==> src/rtl/hduart_pkg.sv <==
// ----------------------------------------------------------------------------
// hduart_pkg
// Shared types and constants of the half-duplex 8N1 UART.
// ----------------------------------------------------------------------------
package hduart_pkg;

  localparam int unsigned TickW    = 16;
  localparam int unsigned HalfW    = 15;
  localparam int unsigned DataW    = 8;
  localparam int unsigned FrameW   = 10;
  localparam int unsigned BitsW    = 4;
  localparam int unsigned CfgIdxW  = 2;

  localparam logic [TickW-1:0] BitTicksRst     = TickW'(104);
  localparam logic [HalfW-1:0] HalfBitTicksRst = HalfW'(52);

  // receive takes start, 8 data and stop samples; transmit shifts 9 after start
  localparam logic [BitsW-1:0] RxBits = BitsW'(10);
  localparam logic [BitsW-1:0] TxBits = BitsW'(9);

  typedef enum logic [CfgIdxW-1:0] {
    CFG_BIT_TICKS      = 2'd0,
    CFG_HALF_BIT_TICKS = 2'd1
  } cfg_idx_e;

  typedef enum logic [1:0] {
    MODE_IDLE = 2'd0,
    MODE_TX   = 2'd1,
    MODE_RX   = 2'd2
  } mode_e;

  typedef struct packed {
    logic             tx_line;
    logic             tx_busy;
    logic             rx_busy;
    logic             rx_valid;
    logic [DataW-1:0] rx_data;
    logic             rx_error;
  } result_t;

endpackage

==> src/rtl/hduart_core.sv <==
// ----------------------------------------------------------------------------
// hduart_core
// Line state of the UART: timing registers, bit counter, shift frame and
// pending transmit request, advanced by one tick per step request.
// ----------------------------------------------------------------------------
module hduart_core (
  input  logic                              clk_i,
  input  logic                              rst_ni,
  input  logic                              cfg_we_i,
  input  logic [hduart_pkg::CfgIdxW-1:0]    cfg_idx_i,
  input  logic [hduart_pkg::TickW-1:0]      cfg_data_i,
  input  logic                              step_i,
  input  logic                              rx_line_i,
  input  logic                              tx_start_i,
  input  logic [hduart_pkg::DataW-1:0]      tx_data_i,
  output hduart_pkg::result_t               res_o
);
  import hduart_pkg::*;

  logic [TickW-1:0]  bit_ticks_q;
  logic [HalfW-1:0]  half_ticks_q;

  mode_e             mode_q, mode_d;
  logic [TickW-1:0]  tick_q, tick_d;
  logic [BitsW-1:0]  bits_q, bits_d;
  logic [FrameW-1:0] shift_q, shift_d;
  logic              line_q, line_d;
  logic              rx_prev_q, rx_prev_d;
  logic              pend_vld_q, pend_vld_d;
  logic [DataW-1:0]  pend_byte_q, pend_byte_d;
  logic [DataW-1:0]  rx_hold_q, rx_hold_d;
  logic              valid_d, error_d;

  logic              edge_det;
  logic              expired;
  logic [TickW-1:0]  tick_dec;
  logic [FrameW-1:0] rx_shift;
  logic [BitsW-1:0]  bits_dec;

  always_ff @(posedge clk_i or negedge rst_ni) begin
    if (!rst_ni) begin
      bit_ticks_q  <= BitTicksRst;
      half_ticks_q <= HalfBitTicksRst;
    end else if (cfg_we_i) begin
      case (cfg_idx_i)
        CFG_BIT_TICKS:      bit_ticks_q  <= cfg_data_i;
        CFG_HALF_BIT_TICKS: half_ticks_q <= cfg_data_i[HalfW-1:0];
        default: ;
      endcase
    end
  end

  assign edge_det = rx_prev_q & ~rx_line_i;
  assign expired  = (tick_q <= TickW'(1));
  assign tick_dec = tick_q - TickW'(1);
  assign rx_shift = {rx_line_i, shift_q[FrameW-1:1]};
  assign bits_dec = bits_q - BitsW'(1);

  // next state
  always_comb begin
    mode_d      = mode_q;
    tick_d      = tick_q;
    bits_d      = bits_q;
    shift_d     = shift_q;
    line_d      = line_q;
    rx_prev_d   = rx_line_i;
    pend_vld_d  = pend_vld_q;
    pend_byte_d = pend_byte_q;
    rx_hold_d   = rx_hold_q;
    valid_d     = 1'b0;
    error_d     = 1'b0;

    // a new request is latched only when none is waiting
    if (tx_start_i && !pend_vld_q) begin
      pend_vld_d  = 1'b1;
      pend_byte_d = tx_data_i;
    end

    if (mode_q == MODE_RX) begin
      if (expired) begin
        shift_d = rx_shift;
        bits_d  = bits_dec;
        tick_d  = bit_ticks_q;
        if (bits_dec == '0) begin
          mode_d = MODE_IDLE;
          if (rx_shift[FrameW-1] && !rx_shift[0]) begin
            rx_hold_d = rx_shift[DataW:1];
            valid_d   = 1'b1;
          end else begin
            error_d = 1'b1;
          end
        end
      end else begin
        tick_d = tick_dec;
      end
    end else if (edge_det) begin
      // start edge wins over a transmit frame in flight, line goes back to mark
      line_d  = 1'b1;
      mode_d  = MODE_RX;
      tick_d  = TickW'(half_ticks_q);
      bits_d  = RxBits;
      shift_d = '0;
    end else if (mode_q == MODE_TX) begin
      if (expired) begin
        tick_d = bit_ticks_q;
        if (bits_q == '0) begin
          mode_d = MODE_IDLE;
          line_d = 1'b1;
        end else begin
          line_d  = shift_q[0];
          shift_d = {1'b0, shift_q[FrameW-1:1]};
          bits_d  = bits_dec;
        end
      end else begin
        tick_d = tick_dec;
      end
    end

    // a waiting byte starts on the same tick the line becomes free
    if (mode_d == MODE_IDLE && pend_vld_d) begin
      mode_d     = MODE_TX;
      line_d     = 1'b0;
      shift_d    = {1'b0, 1'b1, pend_byte_d};
      bits_d     = TxBits;
      tick_d     = bit_ticks_q;
      pend_vld_d = 1'b0;
    end
  end

  // result of this tick
  always_comb begin
    res_o.tx_line  = line_d;
    res_o.tx_busy  = (mode_d == MODE_TX) || pend_vld_d;
    res_o.rx_busy  = (mode_d == MODE_RX);
    res_o.rx_valid = valid_d;
    res_o.rx_data  = rx_hold_d;
    res_o.rx_error = error_d;
  end

  always_ff @(posedge clk_i or negedge rst_ni) begin
    if (!rst_ni) begin
      mode_q     <= MODE_IDLE;
      tick_q     <= '0;
      bits_q     <= '0;
      shift_q    <= '0;
      line_q     <= 1'b1;
      rx_prev_q  <= 1'b1;
      pend_vld_q <= 1'b0;
      rx_hold_q  <= '0;
    end else if (step_i) begin
      mode_q     <= mode_d;
      tick_q     <= tick_d;
      bits_q     <= bits_d;
      shift_q    <= shift_d;
      line_q     <= line_d;
      rx_prev_q  <= rx_prev_d;
      pend_vld_q <= pend_vld_d;
      rx_hold_q  <= rx_hold_d;
    end
  end

  always_ff @(posedge clk_i) begin
    if (step_i) begin
      pend_byte_q <= pend_byte_d;
    end
  end

  a_valid_error_excl: assert property (@(posedge clk_i) disable iff (!rst_ni)
    !(res_o.rx_valid && res_o.rx_error))
    else $error("rx_valid and rx_error together");

  a_idle_no_pending: assert property (@(posedge clk_i) disable iff (!rst_ni)
    (mode_q == MODE_IDLE) |-> !pend_vld_q)
    else $error("request left waiting on an idle line");

  a_rx_bits_range: assert property (@(posedge clk_i) disable iff (!rst_ni)
    (mode_q == MODE_RX) |-> (bits_q != '0 && bits_q <= RxBits))
    else $error("receive bit count out of range");

  a_tx_bits_range: assert property (@(posedge clk_i) disable iff (!rst_ni)
    (mode_q == MODE_TX) |-> (bits_q <= TxBits))
    else $error("transmit bit count out of range");

endmodule

==> src/rtl/half_duplex_uart_8n1.sv <==
// ----------------------------------------------------------------------------
// half_duplex_uart_8n1
// Half-duplex 8N1 UART stepped one tick per input request, with a
// two-entry result buffer on the output side.
//
//   channel  direction  handshake                  payload
//   in       sink       in_valid_i / in_ready_o    rx_line_i, tx_start_i, tx_data_i
//   out      source     out_valid_o / out_ready_i  tx_line_o .. rx_error_o
//   cfg      sink       cfg_we_i                   cfg_idx_i, cfg_data_i
//
// one request a cycle while in_ready_o is high; the tick is computed between the
// state registers and the output entry, or the skid entry while a result waits.
// reset gives 104 ticks per bit, 52 to the first sample, line at mark.
// the skid entry lets one more request in while a result waits; input stalls
// only once both result entries are full.
// ----------------------------------------------------------------------------
module half_duplex_uart_8n1 (
  input  logic                           clk_i,
  input  logic                           rst_ni,
  input  logic                           cfg_we_i,
  input  logic [hduart_pkg::CfgIdxW-1:0] cfg_idx_i,
  input  logic [hduart_pkg::TickW-1:0]   cfg_data_i,
  input  logic                           in_valid_i,
  output logic                           in_ready_o,
  input  logic                           rx_line_i,
  input  logic                           tx_start_i,
  input  logic [hduart_pkg::DataW-1:0]   tx_data_i,
  output logic                           out_valid_o,
  input  logic                           out_ready_i,
  output logic                           tx_line_o,
  output logic                           tx_busy_o,
  output logic                           rx_busy_o,
  output logic                           rx_valid_o,
  output logic [hduart_pkg::DataW-1:0]   rx_data_o,
  output logic                           rx_error_o
);
  import hduart_pkg::*;

  logic    in_fire, out_fire;
  result_t res;
  result_t out_q, out_d;
  result_t skid_q, skid_d;
  logic    out_vld_q, out_vld_d;
  logic    skid_vld_q, skid_vld_d;

  assign in_ready_o = !skid_vld_q;
  assign in_fire    = in_valid_i && in_ready_o;
  assign out_fire   = out_vld_q && out_ready_i;

  hduart_core u_core (
    .clk_i      (clk_i),
    .rst_ni     (rst_ni),
    .cfg_we_i   (cfg_we_i),
    .cfg_idx_i  (cfg_idx_i),
    .cfg_data_i (cfg_data_i),
    .step_i     (in_fire),
    .rx_line_i  (rx_line_i),
    .tx_start_i (tx_start_i),
    .tx_data_i  (tx_data_i),
    .res_o      (res)
  );

  always_comb begin
    out_d      = out_q;
    skid_d     = skid_q;
    out_vld_d  = out_vld_q;
    skid_vld_d = skid_vld_q;
    if (!out_vld_q || out_fire) begin
      if (skid_vld_q) begin
        out_d      = skid_q;
        out_vld_d  = 1'b1;
        skid_vld_d = 1'b0;
      end else begin
        out_d     = res;
        out_vld_d = in_fire;
      end
    end else if (in_fire) begin
      skid_d     = res;
      skid_vld_d = 1'b1;
    end
  end

  always_ff @(posedge clk_i or negedge rst_ni) begin
    if (!rst_ni) begin
      out_vld_q  <= 1'b0;
      skid_vld_q <= 1'b0;
    end else begin
      out_vld_q  <= out_vld_d;
      skid_vld_q <= skid_vld_d;
    end
  end

  always_ff @(posedge clk_i) begin
    out_q  <= out_d;
    skid_q <= skid_d;
  end

  assign out_valid_o = out_vld_q;
  assign tx_line_o   = out_q.tx_line;
  assign tx_busy_o   = out_q.tx_busy;
  assign rx_busy_o   = out_q.rx_busy;
  assign rx_valid_o  = out_q.rx_valid;
  assign rx_data_o   = out_q.rx_data;
  assign rx_error_o  = out_q.rx_error;

  a_skid_behind_out: assert property (@(posedge clk_i) disable iff (!rst_ni)
    skid_vld_q |-> out_vld_q)
    else $error("skid entry held with empty output register");

endmodule
==> config.mk <==
export PLATFORM = sky130hd
export DESIGN_NAME = half_duplex_uart_8n1
export DESIGN_NICKNAME = d
export VERILOG_FILES = /design/src/rtl/hduart_pkg.sv /design/src/rtl/hduart_core.sv /design/src/rtl/half_duplex_uart_8n1.sv
export SDC_FILE = /design/constraint.sdc
export NUM_CORES = 1
export LEC_CHECK = 0
export CAP_MARGIN = 25
export CORE_ASPECT_RATIO = 1.2
export CORE_MARGIN = 5
export CORE_UTILIZATION = 40
export CTS_CLUSTER_SIZE = 16
export DETAILED_ROUTE_END_ITERATION = 6
export DONT_BUFFER_PORTS = 1
export HOLD_SLACK_MARGIN = 0.12
export PLACE_DENSITY = 0.53
export REMOVE_ABC_BUFFERS = 1
export SETUP_SLACK_MARGIN = 0.2
export SYNTH_ARGS = -nofsm -noshare
export SYNTH_HDL_FRONTEND = slang
export SYNTH_SLANG_ARGS = --single-unit
==> constraint.sdc <==
create_clock -name clk_i -period 3.9 [get_ports clk_i]
set_clock_uncertainty 0.2 [all_clocks]
set_input_delay 0.39 -clock clk_i [delete_from_list [all_inputs] [get_ports clk_i]]
set_output_delay 0.39 -clock clk_i [all_outputs]
set_load 0.05 [all_outputs]
==> results of run 1 <==
-- per-stage QoR --
step	cell area [um^2]	util, %	instances	setup WS [ns]	hold WS [ns]
final	6339	47.68	677	0.6253	0.1475
after global routing	6339	47.68	677	0.4429	0.1464
after CTS	6339	47.68	677	0.6330	0.1344
after detailed placement	5680	42.73	630	0.6392	-0.1017
after global placement	5673	42.67	629	0.7053	-0.1013
after floorplan	5338	-	445	0.4965	-0.1056
-- critical path, cell delays in order (launching register included) --
cell,delay (ns)
dfrtp_1,0.46
nor4_4,0.51
o2111ai_2,0.30
o32ai_4,0.48
a31oi_1,0.33
a211oi_2,0.25
buf_4,0.28
mux2_2,0.36
-- sequential cells by signal, indices dropped and copies added, names as in the netlist, 2 cells and up --
register	flops
rx_data_o	8
u_core.shift_q	10
skid_q	13
u_core.bit_ticks_q	16
u_core.mode_q	2
u_core.bits_q	4
u_core.pend_byte_q	8
u_core.tick_q	16
u_core.half_ticks_q	15
u_core.rx_hold_q	8
-- layout by cell type, fill, tap and decap left out, drive strengths merged, types with 2 or more instances in the layout --
cell,count
a211oi,2
a21oi,7
a221oi,5
a22oi,2
a31oi,9
a41oi,2
buf,18
bufinv,2
clkbuf,9
dfrtp,68
dfstp,8
dlygate4sd3,30
edfxtp,34
ha,4
inv,24
mux2,69
mux2i,17
nand2,38
nand2b,4
nand3,6
nand4,3
nor2,40
nor2b,4
nor3,10
nor3b,4
nor4,6
o21ai,26
o221ai,3
o22ai,9
o31a,3
o31ai,6
o41ai,3
or2,2
or3,5
or4,4
xnor2,7
xor2,3
-- cells by family (layout without fill, tap and decap cells) --
family                     Yosys count  after routing  share of synthesized area, %
and+or+nand+nor                    129            129                         11.62
xor gates and xnor gates            10             10                         1.610
adders and majority gates            4              4                        0.9202
DFF                                110            110                         53.92
AOI/OAI and AO/OA                   85             85                         11.20
buffers and inverters               41             85                         3.312
muxes                               86             86                         17.41
-- metal layers --
metal / global-route usage, % / up-vias / part of all wire (%)
met5: 0 / - / 0
met2: 29.23 / 106 / 51
li1: - / 1786 / -
met3: 2.197 / 22 / 4.1
met1: 20.16 / 1861 / 42
met4: 6.963 / 0 / 3.0
-- final cells by class --
cell class	count	area [um^2]
multi-input combinational	314	2331
sequential	110	2933
fill	1222	6957
inverter	21	78.83
timing repair buffer	48	455.4
tap	168	210.2
clock inverter	7	105.1
clock buffer	9	225.2
-- power by group --
group          switching (mW)  internal (mW)  leakage (nW)
sequential              0.324           1.47          1.26
clock                   0.445          0.574         0.159
combinational           0.667          0.572          1.15
total                    1.44           2.62          2.56
-- final timing paths --
check / start / endpoint / cells past startpoint
max: u_core.tick_q[4]$_DFFE_PN0P_ / u_core.bits_q[3]$_DFFE_PN0P_ / 7
min: rx_line_i / skid_q[9]$_DFFE_PP_ / 2
max reg2reg: u_core.tick_q[4]$_DFFE_PN0P_ / u_core.bits_q[3]$_DFFE_PN0P_ / 7
min reg2reg: u_core.rx_prev_q$_DFFE_PN1P_ / u_core.rx_prev_q$_DFFE_PN1P_ / 2
max in group asynchronous: rst_ni / u_core.bit_ticks_q[6]$_DFFE_PN1P_ / 2
min in group asynchronous: rst_ni / u_core.tick_q[11]$_DFFE_PN0P_ / 2
==> results.yml, run 1 <==
sta:
  fin_tns_setup_ns: 0
  min_period_ns: 3.275
  setup_viol: 0
  hold_viol_final: 0
  post-route-period-util_pct: 83.97
  worst_pin_slew_ns: 0.8255
  max_freq_ghz: 0.3054
  slew_headroom_pct: 44.80
  rsz0062_at_grt: "false"
  slew_viol_final: 0
clock_network:
  postCtsHoldBufs: 31
  clock_path_buffers: 2
  ctsResizeCount: 0
  cts_num_sinks: 110
  postCtsSetupBuffers: 0
  path_clk_slew_ns: 0.08
  cts_tree: "built"
  cts_root_buffer: "clkbuf_16"
  cts_max_level: 3
  insertion_delay_ns: 0.35
  cts-buffers-inserted: 9
synthesis:
  syn_area_um2: 5439
  ys_seq_area_share_pct: 53.92
  postSynthCellCount: 465
  yosysTopAreaCell: "dfrtp_1"
  avgSynthCellArea_um2: 11.70
  synth_cell_types: 54
  ys.flop_type: "dfrtp_1"
  synth_top_area_share_pct: 31.29
  synth.most_common_cell: "dfrtp_1"
  ys_seq_elements: 110
  async_flop_share_pct: 69.09
  ys_top_cells_by_area: "dfrtp_1 (31%), edfxtp_1 (19%), mux2_2 (14%), dfstp_2 (3.9%), mux2i_1 (3.1%)"
  ys_warn_count: 0
  yosys-top-cells-count: "dfrtp_1 (68), mux2_2 (67), nand2_1 (38), nor2_1 (38), edfxtp_1 (34)"
  synth_edf_count: 34
routing:
  first_pass_iters: 4
  drcViolationCount: 0
  drtIter0Drc: 232
  routed_wl_mm: 12.42
  ant_nets: 0
  viasPerCell: 5.576
  wl_per_cell_um: 18.34
  vias: 3775
global_route:
  grt_overflow: 0
  grt_max_degree: 77
  grt_usage_pct: 16.57
  grt_pass1_vias: 4048
  grt_pass1_wl_mm: 20.65
  antenna_found_initial: 0
finish:
  drive_gt1_share_pct: 23.97
  syn_to_final_growth_pct: 16.54
  diodes: 0
  nets: 541
floorplan:
  die-height_um: 137.7
  core_area_um2: 13300
  io_pins: 48
  die_w_um: 116.5
  rows: 46
  die_area_um2: 16040
  start_util_pct: 40.91
min_path:
  min_path_type: "input pin to register"
worst_setup_path:
  reg2reg_slack_ns: 0.63
  cp.required_ns: 3.94
  critPathArrivalTime_ns: 3.32
  crit_type: "register to register"
  startpoint_type: "register"
  crit_fanout: 13
  endpoint_kind: "register"
placed_design:
  io_buffers: 0
  post-dp-hpwl_mm: 9.062
  place_congestion: 0.8829
outcome:
  status: "completed"
power:
  p_total_mw: 4.052
  p_per_area_nw_per_um2: 639.3
  peakVddDrop_v: 0.0002564
  leakage_nw: 2.563
job:
  max-cap-violations: 0
No activity file was read; power rests on OpenSTA's default activity.
==> run 2: changes to the inputs <==
--- a/config.mk
+++ b/config.mk
@@ -5,6 +5,7 @@
 export SDC_FILE = /design/constraint.sdc
 export NUM_CORES = 1
 export LEC_CHECK = 0
+export ABC_AREA = 1
 export CAP_MARGIN = 25
 export CORE_ASPECT_RATIO = 1.2
 export CORE_MARGIN = 5
==> constraint.sdc (replaced) <==
create_clock -name clk_i -period 3.4 [get_ports clk_i]
set_clock_uncertainty 0.2 [all_clocks]
set_input_delay 0.34 -clock clk_i [delete_from_list [all_inputs] [get_ports clk_i]]
set_output_delay 0.34 -clock clk_i [all_outputs]
set_load 0.05 [all_outputs]
==> results.yml, run 2 <==
finish:
  drive_gt1_share_pct: 9.573
  diodes: 0
  final_cells: 948
  register_area_um2: 2933
  reg_top3: "u_core.bit_ticks_q: 16 flops, u_core.tick_q: 16 flops, u_core.half_ticks_q: 15 flops"
  syn_to_final_growth_pct: 13.13
  nets: 805
  multi_input_area_um2: 2506
  layout_commonest_cell: "nand2_1"
  mostFrequentLayoutCells: "nand2_1 (300), dfrtp_1 (68), inv_1 (61)"
  fillers: 1409
placed_design:
  post-dp-hpwl_mm: 9.241
  placed_cells: 902
  pre_cts_ws_ns: 0.6299
  io_buffers: 0
  place_congestion: 0.9163
clock_network:
  insertion_delay_ns: 0.36
  path_clk_slew_ns: 0.08
  cts_num_sinks: 110
  postCtsSetupBuffers: 0
  cts-buffers-inserted: 9
  cts_max_level: 3
  clock_path_buffers: 2
  cts_tree: "built"
  cts_root_buffer: "clkbuf_16"
routing:
  vias: 4812
  wl_per_cell_um: 14.33
  first_pass_iters: 5
  viasPerCell: 5.076
  drcViolationCount: 0
  ant_nets: 0
  routed_wl_mm: 13.59
  drtIter0Drc: 271
sta:
  worst_slack_ns: 0.6305
  worst_pin_slew_ns: 0.9518
  setup_viol: 0
  slew_viol_final: 0
  holdWs_ns: 0.1663
  slew_headroom_pct: 36.40
  fin_tns_setup_ns: 0
  min_period_ns: 2.770
  post-route-period-util_pct: 81.46
  max_freq_ghz: 0.3611
  hold_viol_final: 0
  rsz0062_at_grt: "false"
synthesis:
  ys_seq_area_share_pct: 50.39
  yosys-top-cells-count: "nand2_1 (300), dfrtp_1 (68), inv_1 (61)"
  synth_edf_count: 34
  ys_seq_elements: 110
  yosysTopAreaCell: "dfrtp_1"
  syn_area_um2: 5821
  async_flop_share_pct: 69.09
  ys_warn_count: 0
  synth_cell_types: 36
  synth.most_common_cell: "nand2_1"
  avgSynthCellArea_um2: 7.802
  ys_top_cells_by_area: "dfrtp_1 (29%), nand2_1 (19%), edfxtp_1 (18%), nand3_1 (4.6%), o21ai_0 (4.1%)"
  postSynthCellCount: 746
  synth_top_area_share_pct: 29.23
  ys.flop_type: "dfrtp_1"
worst_setup_path:
  timing.critical_path.from: "u_core.tick_q[0]$_DFFE_PN0P_"
  crit-reg2reg-launch: "u_core.tick_q[0]$_DFFE_PN0P_"
  critPathArrivalTime_ns: 2.87
  setup.worst_path.end: "u_core.shift_q[9]$_DFFE_PN0P_"
  cp.required_ns: 3.50
  startpoint_type: "register"
  crit_fanout: 19
  crit_type: "register to register"
  endpoint_kind: "register"
  r2r_end: "u_core.shift_q[9]$_DFFE_PN0P_"
  ff2ff_path_depth: 14
  reg2reg_slack_ns: 0.63
floorplan:
  start_util_pct: 40.55
  rows: 48
  io_pins: 48
  die_area_um2: 17070
  die_w_um: 120.1
  die-height_um: 142.1
  core_area_um2: 14350
power:
  leakage_nw: 3.225
  peakVddDrop_v: 0.0002378
  p_per_area_nw_per_um2: 714.0
global_route:
  antenna_found_initial: 0
  grt_usage_pct: 16.85
  grt_overflow: 0
  grt_pass1_vias: 4692
  grt_max_degree: 77
  grt_pass1_wl_mm: 23.09
min_path:
  min_path_type: "input pin to register"
outcome:
  status: "completed"
job:
  max-cap-violations: 0
==> run 2: critical path, cell delays in order (launching register included) <==
cell	delay (ns)
dfrtp_1	0.40
inv_1	0.13
ha_1	0.22
inv_1	0.05
nand2_1	0.06
nand2_1	0.06
nor2_2	0.12
nand4_1	0.19
nand2_2	0.14
nand3_4	0.22
buf_4	0.30
a21oi_2	0.16
buf_4	0.27
nand3_1	0.10
nand2_1	0.08
==> run 2: how the worst min path moves through the flow <==
| stage | end | slack (ns) | from | cells past startpoint |
|---|---|---|---|---|
| final | u_core.half_ticks_q[2]$_DFFE_PN1P_ | 0.17 | cfg_we_i | 2 |
| after CTS | u_core.shift_q[7]$_DFFE_PN0P_ | 0.29 | u_core.shift_q[7]$_DFFE_PN0P_ | 2 |
| after global routing | u_core.half_ticks_q[2]$_DFFE_PN1P_ | 0.23 | cfg_we_i | 2 |
| after detailed placement | u_core.bit_ticks_q[7]$_DFFE_PN0P_ | -0.15 | rst_ni | 0 |
| after global placement | u_core.half_ticks_q[10]$_DFFE_PN0P_ | -0.15 | rst_ni | 0 |
| after floorplan | out_valid_o$_DFFE_PN0N_ | -0.16 | rst_ni | 0 |
==> run 2: area by class of cell <==
type,instances,share of cell area [%]
clock buffers,10,3.477
repair buffers,42,6.213
well taps,175,3.325
inverters,62,3.534
flip-flops and latches,110,44.54
multi-input cells,543,38.06
clock inverters,6,0.8550
==> run 2: where the power goes <==
group	internal, mW	switching [mW]
registers	1.67	0.300
logic	0.611	1.09
clock network	0.511	0.521
==> run 2: per-layer routing <==
layer	GRT usage, %	wire length, um
met3	3.101	486
met4	6.333	280
met2	29.22	6686
met5	0	0
met1	20.97	6135
==> run 2: timing repair <==
| action | 4_1_cts | 5_1_grt |
|---|---|---|
| resized for setup | 0 | 0 |
| hold buffers | 29 | 0 |
| hold endpoints to repair | 120 | 0 |
==> run 2: metrics by stage <==
step / instance area [um^2] / power (mW) / utilization [%]
2_1_floorplan: 5672 / 3.195 / -
3_3_place_gp: 5981 / 3.623 / 41.67
3_5_place_dp: 5981 / 3.652 / 41.67
4_1_cts: 6574 / 4.745 / 45.80
5_1_grt: 6585 / 5.081 / 45.88
6_report: 6585 / 4.702 / 45.88
==> run 2: logic make-up after synthesis <==
family | Yosys count | share of synthesized area, %
compound gates | 59 | 5.482
xor+xnor | 6 | 0.9030
mux | 8 | 1.548
simple gates | 466 | 34.26
flops | 110 | 50.39
buf+inv | 93 | 6.556
fa+ha+maj | 4 | 0.8599
==> run 3: changes to the inputs <==
--- a/config.mk
+++ b/config.mk
@@ -5,7 +5,7 @@
 export SDC_FILE = /design/constraint.sdc
 export NUM_CORES = 1
 export LEC_CHECK = 0
-export ABC_AREA = 1
+export ABC_AREA = 0
 export CAP_MARGIN = 25
 export CORE_ASPECT_RATIO = 1.2
 export CORE_MARGIN = 5
==> constraint.sdc (replaced) <==
create_clock -name clk_i -period 2.85 [get_ports clk_i]
set_clock_uncertainty 0.2 [all_clocks]
set_input_delay 0.285 -clock clk_i [delete_from_list [all_inputs] [get_ports clk_i]]
set_output_delay 0.285 -clock clk_i [all_outputs]
set_load 0.05 [all_outputs]
==> results.yml, run 3 (same netlist as run 1, synthesis figures left out) <==
outcome:
  status: "completed"
clock_network:
  insertion_delay_ns: 0.36
  cts_tree: "built"
  clock_path_buffers: 2
  cts-buffers-inserted: 9
  path_clk_slew_ns: 0.08
  cts_max_level: 3
  cts_root_buffer: "clkbuf_16"
  cts_num_sinks: 110
sta:
  worst_slack_ns: 0.02193
  worst_pin_slew_ns: 0.8567
  min_period_ns: 2.828
  fin_tns_setup_ns: 0
  max_freq_ghz: 0.3536
  post-route-period-util_pct: 99.23
  setup_viol: 0
  slew_headroom_pct: 42.72
  slew_viol_final: 0
  holdWs_ns: 0.1494
  rsz0062_at_grt: "true"
  hold_viol_final: 0
global_route:
  grt_pass1_wl_mm: 21.91
  grt_pass1_vias: 4266
  grt_max_degree: 77
  grt_overflow: 0
  antenna_found_initial: 0
  grt_usage_pct: 17.99
power:
  p_total_mw: 6.212
  peakVddDrop_v: 0.0004094
  leakage_nw: 2.951
  p_per_area_nw_per_um2: 870.8
routing:
  wl_per_cell_um: 18.70
  routed_wl_mm: 13.76
  ant_nets: 0
  drcViolationCount: 0
  first_pass_iters: 4
  vias: 4024
  drtIter0Drc: 274
  viasPerCell: 5.467
finish:
  drive_gt1_share_pct: 38.73
  final_cells: 736
  multi_input_area_um2: 2629
  final_core_util_pct: 53.66
  diodes: 0
  reg_top3: "u_core.bit_ticks_q: 16 flops, u_core.tick_q: 16 flops, u_core.half_ticks_q: 15 flops"
  nets: 600
  register_area_um2: 2934
  layout_commonest_cell: "dfrtp_1"
  syn_to_final_growth_pct: 31.17
  fillers: 1162
  final_area_um2: 7134
  mostFrequentLayoutCells: "dfrtp_1 (67), buf_4 (58), mux2_2 (51)"
floorplan:
  core_area_um2: 13300
  rows: 46
  start_util_pct: 40.91
  die_area_um2: 16040
  die-height_um: 137.7
  io_pins: 48
  die_w_um: 116.5
placed_design:
  io_buffers: 0
  pre_cts_ws_ns: -0.1132
  place_congestion: 0.9026
  dpl_cell_area_um2: 5986
  placed_cells: 669
  post-dp-hpwl_mm: 9.436
worst_setup_path:
  endpoint_kind: "register"
  critPathSlowestCell: "or4_4"
  path_buf_inv: 1
  cpLargestDelayFamily: "compound AO/OA/AOI/OAI gates"
  startpoint_type: "register"
  cp.required_ns: 2.90
  crit_fanout: 8
  cp_slowest_stage_delay_ns: 0.43
  worstPathCellList: "or2_4 > or4_4 > o32a_4 > o31a_1 > a211oi_2 > buf_6 > mux2_2"
  critPathArrivalTime_ns: 2.88
  crit_type: "register to register"
min_path:
  min_path_type: "input pin to register"
job:
  max-cap-violations: 0
run 3: routing by layer:
layer | share of wire (%) | up-vias | track usage [%] | wire length [um]
met2 | 52 | 114 | 32.06 | 7120
met3 | 5.1 | 27 | 2.724 | 702
met1 | 40 | 1965 | 20.89 | 5518
met4 | 3.0 | 0 | 8.704 | 418
li1 | - | 1918 | - | -
met5 | 0 | - | 0 | 0
run 3: what timing repair did:
item                       in CTS  in global routing
resized for setup              58                 32
setup buffers                  15                  4
cloned                          2                  0
hold endpoints to repair      130                  0
setup endpoints to repair      48                 50
pin swaps                      13                 11
hold buffers                   30                  0
run 3: worst paths after layout:
check	slack (ns)	cells after the start	to	from
setup / recovery	0.02	7	u_core.shift_q[8]$_DFFE_PN0P_	u_core.tick_q[8]$_DFFE_PN0P_
max in group asynchronous	1.74	2	u_core.line_q$_DFFE_PN1P_	rst_ni
hold reg to reg	0.27	2	u_core.rx_prev_q$_DFFE_PN1P_	u_core.rx_prev_q$_DFFE_PN1P_
setup reg to reg	0.02	7	u_core.shift_q[8]$_DFFE_PN0P_	u_core.tick_q[8]$_DFFE_PN0P_
min in group asynchronous	0.34	2	u_core.tick_q[13]$_DFFE_PN0P_	rst_ni
hold / removal	0.15	3	skid_vld_q$_DFFE_PN0P_	out_ready_i
run 3: worst register-to-register path: cells and delay by family (launching register included):
| family | cells | cell delay [ns] |
|---|---|---|
| muxes | 1 | 0.34 |
| and+or+nand+nor | 2 | 0.69 |
| buffers and inverters | 1 | 0.19 |
| AOI/OAI and AO/OA | 3 | 0.93 |
| DFF | 1 | 0.39 |
run 3: layout make-up:
cell class	count	area share, %
Clock buffer	10	3.350
Multi-Input combinational cell	314	36.85
Inverter	21	1.105
Timing Repair Buffer	107	13.78
Clock inverter	6	0.8418
Tap cell	168	2.946
Sequential cell	110	41.13
run 3: power by group:
part           total, mW  internal [mW]  switching [mW]
logic               2.57           1.31            1.26
clock network       1.27          0.643           0.626
registers           2.37           2.02           0.356
